## config.mk

```make
export PLATFORM = sky130hd
export DESIGN_NAME = ccs_controller
export DESIGN_NICKNAME = d
export VERILOG_FILES = /design/src/rtl/ccs_pkg.sv /design/src/rtl/ccs_controller.sv
export SDC_FILE = /design/constraint.sdc
export NUM_CORES = 1
export LEC_CHECK = 0
export ABC_AREA = 1
export BUFFER_PORTS_ARGS = -buffer_cell sky130_fd_sc_hd__buf_2
export CORE_AREA = 2 2 39 41
export DETAILED_ROUTE_END_ITERATION = 8
export DIE_AREA = 0 0 41 43
export HOLD_SLACK_MARGIN = 0.12
export PLACE_DENSITY = 0.35
export SLEW_MARGIN = 20
export SYNTH_ARGS = -nofsm -noshare
export SYNTH_HDL_FRONTEND = slang
export SYNTH_SLANG_ARGS = --single-unit
```

## constraint.sdc

```tcl
create_clock -name clk -period 1.3 [get_ports clk]
set_input_delay 0.195 -clock clk [delete_from_list [all_inputs] [get_ports clk]]
set_output_delay 0.195 -clock clk [all_outputs]
set_load 0.02 [all_outputs]
```

## src/rtl/ccs_pkg.sv

```systemverilog
`timescale 1ns / 1ps
`default_nettype none
// ----------------------------------------------------------------------------
// ccs_pkg
// Shared constants, command codes and controller/datapath interface types
// for the circle collision search core.
// ----------------------------------------------------------------------------
package ccs_pkg;

    localparam int CCS_MAX_ENTITIES = 256;

    localparam int COMMAND_W   = 2;
    localparam int SLOT_W      = 8;
    localparam int POSITION_W  = 8;
    localparam int COORD_W     = 16;
    localparam int ERADIUS_W   = 8;
    localparam int QRADIUS_W   = 12;
    localparam int COUNT_IN_W  = 9;

    typedef enum logic [COMMAND_W-1:0] {
        CMD_WR_ENTITY = 2'd0,
        CMD_WR_LIST   = 2'd1,
        CMD_QUERY     = 2'd2,
        CMD_NONE      = 2'd3
    } ccs_command_t;

    typedef struct packed {
        logic wr_entity;
        logic wr_list;
        logic start;
        logic run;
        logic finish;
        logic load_out;
    } ccs_cmd_t;

    typedef struct packed {
        logic more;
        logic busy;
        logic hit_now;
    } ccs_status_t;

endpackage
`default_nettype wire

```

## src/rtl/ccs_controller.sv

```systemverilog
`timescale 1ns / 1ps
`default_nettype none
// ----------------------------------------------------------------------------
// ccs_controller
// Sequencer for table writes and queries; owns the handshakes and the
// output valid flag.
// ----------------------------------------------------------------------------
module ccs_controller
(
    input  wire logic                           clk,
    input  wire logic                           rst_n,
    input  wire logic                           in_valid,
    output logic                                in_ready,
    input  wire logic [ccs_pkg::COMMAND_W-1:0]  command,
    output logic                                out_valid,
    input  wire logic                           out_ready,
    input  wire ccs_pkg::ccs_status_t           status,
    output ccs_pkg::ccs_cmd_t                   cmd
);
    import ccs_pkg::*;

    typedef enum logic [1:0] {
        ST_IDLE,
        ST_RUN,
        ST_DONE
    } state_t;

    state_t state_reg;
    state_t state_next;
    logic   out_valid_reg;
    logic   out_valid_next;
    logic   accept;
    logic   out_free;

    assign in_ready  = (state_reg == ST_IDLE);
    assign out_valid = out_valid_reg;
    assign accept    = in_valid & in_ready;
    assign out_free  = ~out_valid_reg | out_ready;

    always_comb
    begin
        state_next     = state_reg;
        out_valid_next = out_valid_reg & ~out_ready;
        cmd            = '0;
        cmd.wr_entity  = accept & (command == CMD_WR_ENTITY);
        cmd.wr_list    = accept & (command == CMD_WR_LIST);
        cmd.start      = accept & (command == CMD_QUERY);
        case (state_reg)
            ST_IDLE:
            begin
                if (cmd.start)
                begin
                    state_next = ST_RUN;
                end
            end
            ST_RUN:
            begin
                cmd.run = 1'b1;
                if (status.hit_now | (~status.more & ~status.busy))
                begin
                    cmd.finish = 1'b1;
                    state_next = ST_DONE;
                end
            end
            ST_DONE:
            begin
                if (out_free)
                begin
                    cmd.load_out   = 1'b1;
                    out_valid_next = 1'b1;
                    state_next     = ST_IDLE;
                end
            end
            default:
            begin
                state_next = ST_IDLE;
            end
        endcase
    end

    always_ff @(posedge clk or negedge rst_n)
    begin
        if (!rst_n)
        begin
            state_reg     <= ST_IDLE;
            out_valid_reg <= 1'b0;
        end
        else
        begin
            state_reg     <= state_next;
            out_valid_reg <= out_valid_next;
        end
    end

endmodule
`default_nettype wire

```

# Yosys cells after proc, flatten, opt, wreduce, memory -nomap -nowiden
# Index checks and enable logic that the tools add are counted.
totals:
  register_bits: 3
  out_inout_bits: 8
classes:
  eq_ne: 7
  n_mux: 10
  bitwise: 12
  n_reduce_logical: 3
op_table:
  columns: ["op", "n"]
  rows:
  - ["two-way mux 2 bit", 4]
  - ["bitwise AND 1 bit", 6]
  - ["case mux 2 bit (3 select lines)", 1]
  - ["two-way mux 1 bit", 5]
  - ["== test 2 x 1 -> 1 bit, second input constant", 2]
  - ["== test 2 bit, second input constant", 2]
  - ["zero test 2 bit", 2]
  - ["!= test 2 bit, second input constant", 2]
  - ["inverter 1 bit", 4]
  - ["AND reduction 3 bit", 1]
  - ["!= test 2 x 1 -> 1 bit, second input constant", 1]
  - ["bitwise OR 1 bit", 2]

# Longest topological paths before layout
depth:
  ltp_word: 5
  depth_mapped: 4
  mapped_depth_nobuf: 4

# Least setup slack after synthesis
# Ideal clock, no wire load.
synth_path:
  path_kind: "flip-flop to output port"
  start: "register state_reg[1]"
  end: "output port cmd[4] in the netlist's numbering"
  arrival_time_ns: 1.088
  t_required_ns: 1.105
  path_slack_ns: 0.017
  stages_incl_launch_ff: 4
  path_cell_list: "dfrtp_1 > nor2_2 > nand3_2 > nor2_1"
synth_rtl:
  columns: ["element", "line_no", "rtl"]
  rows:
  - ["start, declared", "ccs_controller.sv:28", "state_t state_reg;"]
  - ["start signal, assigned", "ccs_controller.sv:90", "state_reg <= state_next;"]
  - ["end, declared", "ccs_controller.sv:18", "output ccs_pkg::ccs_cmd_t cmd"]

==> out/qor.csv <==
metric,value,unit
status,"complete, no violations",
largest_reg_flops,2,
p_sw,120,uW
drt_iter0_markers,2,
synthCells,30,
yosysWarnings,0,
place_congestion,0.576,
worstPathArrival,1.08,ns
drc,0,
maxSlewViolCount,0,
max_freq,0.782,GHz
io_buffer_count,16,
powerDensity,1020,nW/um^2
synth_seq_area_share,38.7,%
ys_top_cells_by_count,"inv_1, nand2_1, nor2_1, dfrtp_1, nand3_1",
ant_nets,0,
core-area,1380,sq um
maxSlewHeadroom,86.2,%
power.share.sequential,28.2,%
rsz0062_at_grt,yes,
start_kind,flop,
cp_data_required_time,1.11,ns
fin_crit_sh,98.4,%
layout-area-overhead-vs-synth,98.7,%
cts_num_sinks,3,
root_buffer,clkbuf_4,
pwr-share-comb,30.2,%
cp_slowest_stage_delay,0.43,ns
syn_area_per_cell,6.46,sq um
yosysUniqueCellTypes,8,
fill_cells,156,
die_area,1760,sq um
initial_utilization,14.0,%
p_leak,0.237,nW
dp_slack,0.193,ns
synth_ff_type,dfrtp_1,
cts_tree,yes,
first_pass_iters,4,
tightest_slew,0.204,ns
rrSetupSlack,0.41,ns
hold_class,input port to flop,
syn_nets,39,
clock_path_buffers,2,
diodes,0,
criticalPathCategory,flop to output port,
final_util,27.8,%
vias_per_cell,3.54,
synth.area.top_cells,"dfrtp_1, inv_1, nand2_1",
grt_usage,6.85,%
rows,14,
cp_top_family,flip-flops,
syn_area,194,sq um
cpMaxStageDelayCell,dfrtp_2,
antenna_found_initial,0,
critPathBufInv,2,
grt_pass1_wl,710,um
grt-ovfl-total,0,
grt_max_degree,4,
setup_slack,0.0207,ns
grt_pass1_vias,220,
power_switching_share,30.7,%
path_clk_slew,0.04,ns
post-route-min-period,1.28,ns
synth_edf_count,0,
clock_skew,0.000678,ns
final_cells,70,
dp_hpwl,382,um
p_int,272,uW
clkLatencyLatePin,0.23,ns
clock_power_share,41.7,%
synth-async-reset-ratio,100,%
layout-drive-gt1-share,55.6,%
wl_per_cell,6.94,um
hold_viol,0,
yosysMostFrequentCell,inv_1,
path_cells,nor2_4 > nand3_1 > inv_1 > buf_4,
final_nets,64,
ys_ff_latch,3,
place_inst,62,
fp.dieW,41,um
cts_inserted_buffers,3,
path_max_fanout,3,
drt_wl_total,486,um
ir_worst_vdd,375,uV
synth_top_area_share,38.7,%
vias,248,
fin_setup_tns,0,ns
die_y,43,um
end_kind,output port,
maxCapViolCount,0,
h-tree-depth,1,
yosysTopAreaCell,dfrtp_1,
hold_ws,0.190,ns
io_pins,17,
setup_viol,0,
-- per-stage QoR --
stage          instance area, sq um  total power [mW]
2_1_floorplan                   194             0.163
5_1_grt                         385             0.424
6_report                        385             0.392
3_3_place_gp                    294             0.201
3_5_place_dp                    294             0.201
4_1_cts                         363             0.390
-- what timing repair did --
item | CTS | global route
pin swaps | 2 | 1
gates cloned | 0 | 0
endpoints found under the setup margin | 4 | 6
buffers inserted | 3 | 0
gates resized for setup | 4 | 9
hold endpoints to repair | 3 | 0
hold buffers | 1 | 0
-- power by group through the flow --
stage	sequential, mW	clock, mW	combinational [mW]
floorplan	0.114	0	0.0496
global placement	0.109	0	0.0918
detailed placement	0.109	0	0.0918
CTS	0.107	0.172	0.111
global route	0.112	0.184	0.129
finish	0.110	0.163	0.118
-- placed cells by master (no fill, tap or decap) --
master         netlist  layout
buf_2                0      11
buf_4                0       7
buf_6                0       1
clkbuf_1             0       1
clkbuf_4             0       3
dfrtp_1              3       2
dfrtp_2              0       1
dlygate4sd3_1        0       1
inv_1                9       7
inv_2                0       2
nand2_1              5       3
nand2_2              0       2
nand3_1              3       3
nand3_2              1       1
nor2_1               5       5
nor2_4               0       2
o21ai_0              2       2
-- cells by family after synthesis --
logic type             count (synthesis)  synth area share, %
buffers and inverters                  9                 17.4
and+or+nand+nor                       16                 38.7
DFF                                    3                 38.7
AOI/OAI and AO/OA                      2                 5.16
-- final timing paths --
check | end | cells past startpoint | start
max | cmd[3] | 4 | state_reg[1]$_DFFE_PN0P_
min | out_valid$_DFF_PN0_ | 2 | out_ready
max reg2reg | state_reg[0]$_DFFE_PN0P_ | 5 | state_reg[0]$_DFFE_PN0P_
min reg2reg | out_valid$_DFF_PN0_ | 2 | out_valid$_DFF_PN0_
max in group asynchronous | state_reg[1]$_DFFE_PN0P_ | 2 | rst_n
min in group asynchronous | state_reg[0]$_DFFE_PN0P_ | 2 | rst_n
-- routing by layer --
layer  GRT usage (%)  vias to the layer above  wire (um)
li1                -                      137          -
met1            5.84                      100        205
met2            9.06                       11        235
met3            3.14                        0         45
met4            10.0                        0          0
met5               0                        -          0
-- final cells by class --
cell class                      instances  area (sq um)  area share, %
Timing Repair Buffer                   20           129           33.4
Multi-Input combinational cell         18           100           26.0
Sequential cell                         3          76.3           19.8
Inverter                                9          33.8           8.77
Clock buffer                            4          26.3           6.82
Tap cell                               16          20.0           5.19
-- worst register-to-register path: cells and delay by family (launching register included) --
| family | cells | cell delay (ns) |
|---|---|---|
| buffers and inverters | 2 | 0.22 |
| flip-flops | 1 | 0.40 |
| AND/OR/NAND/NOR | 3 | 0.16 |
(Power assumes the default switching activity.)
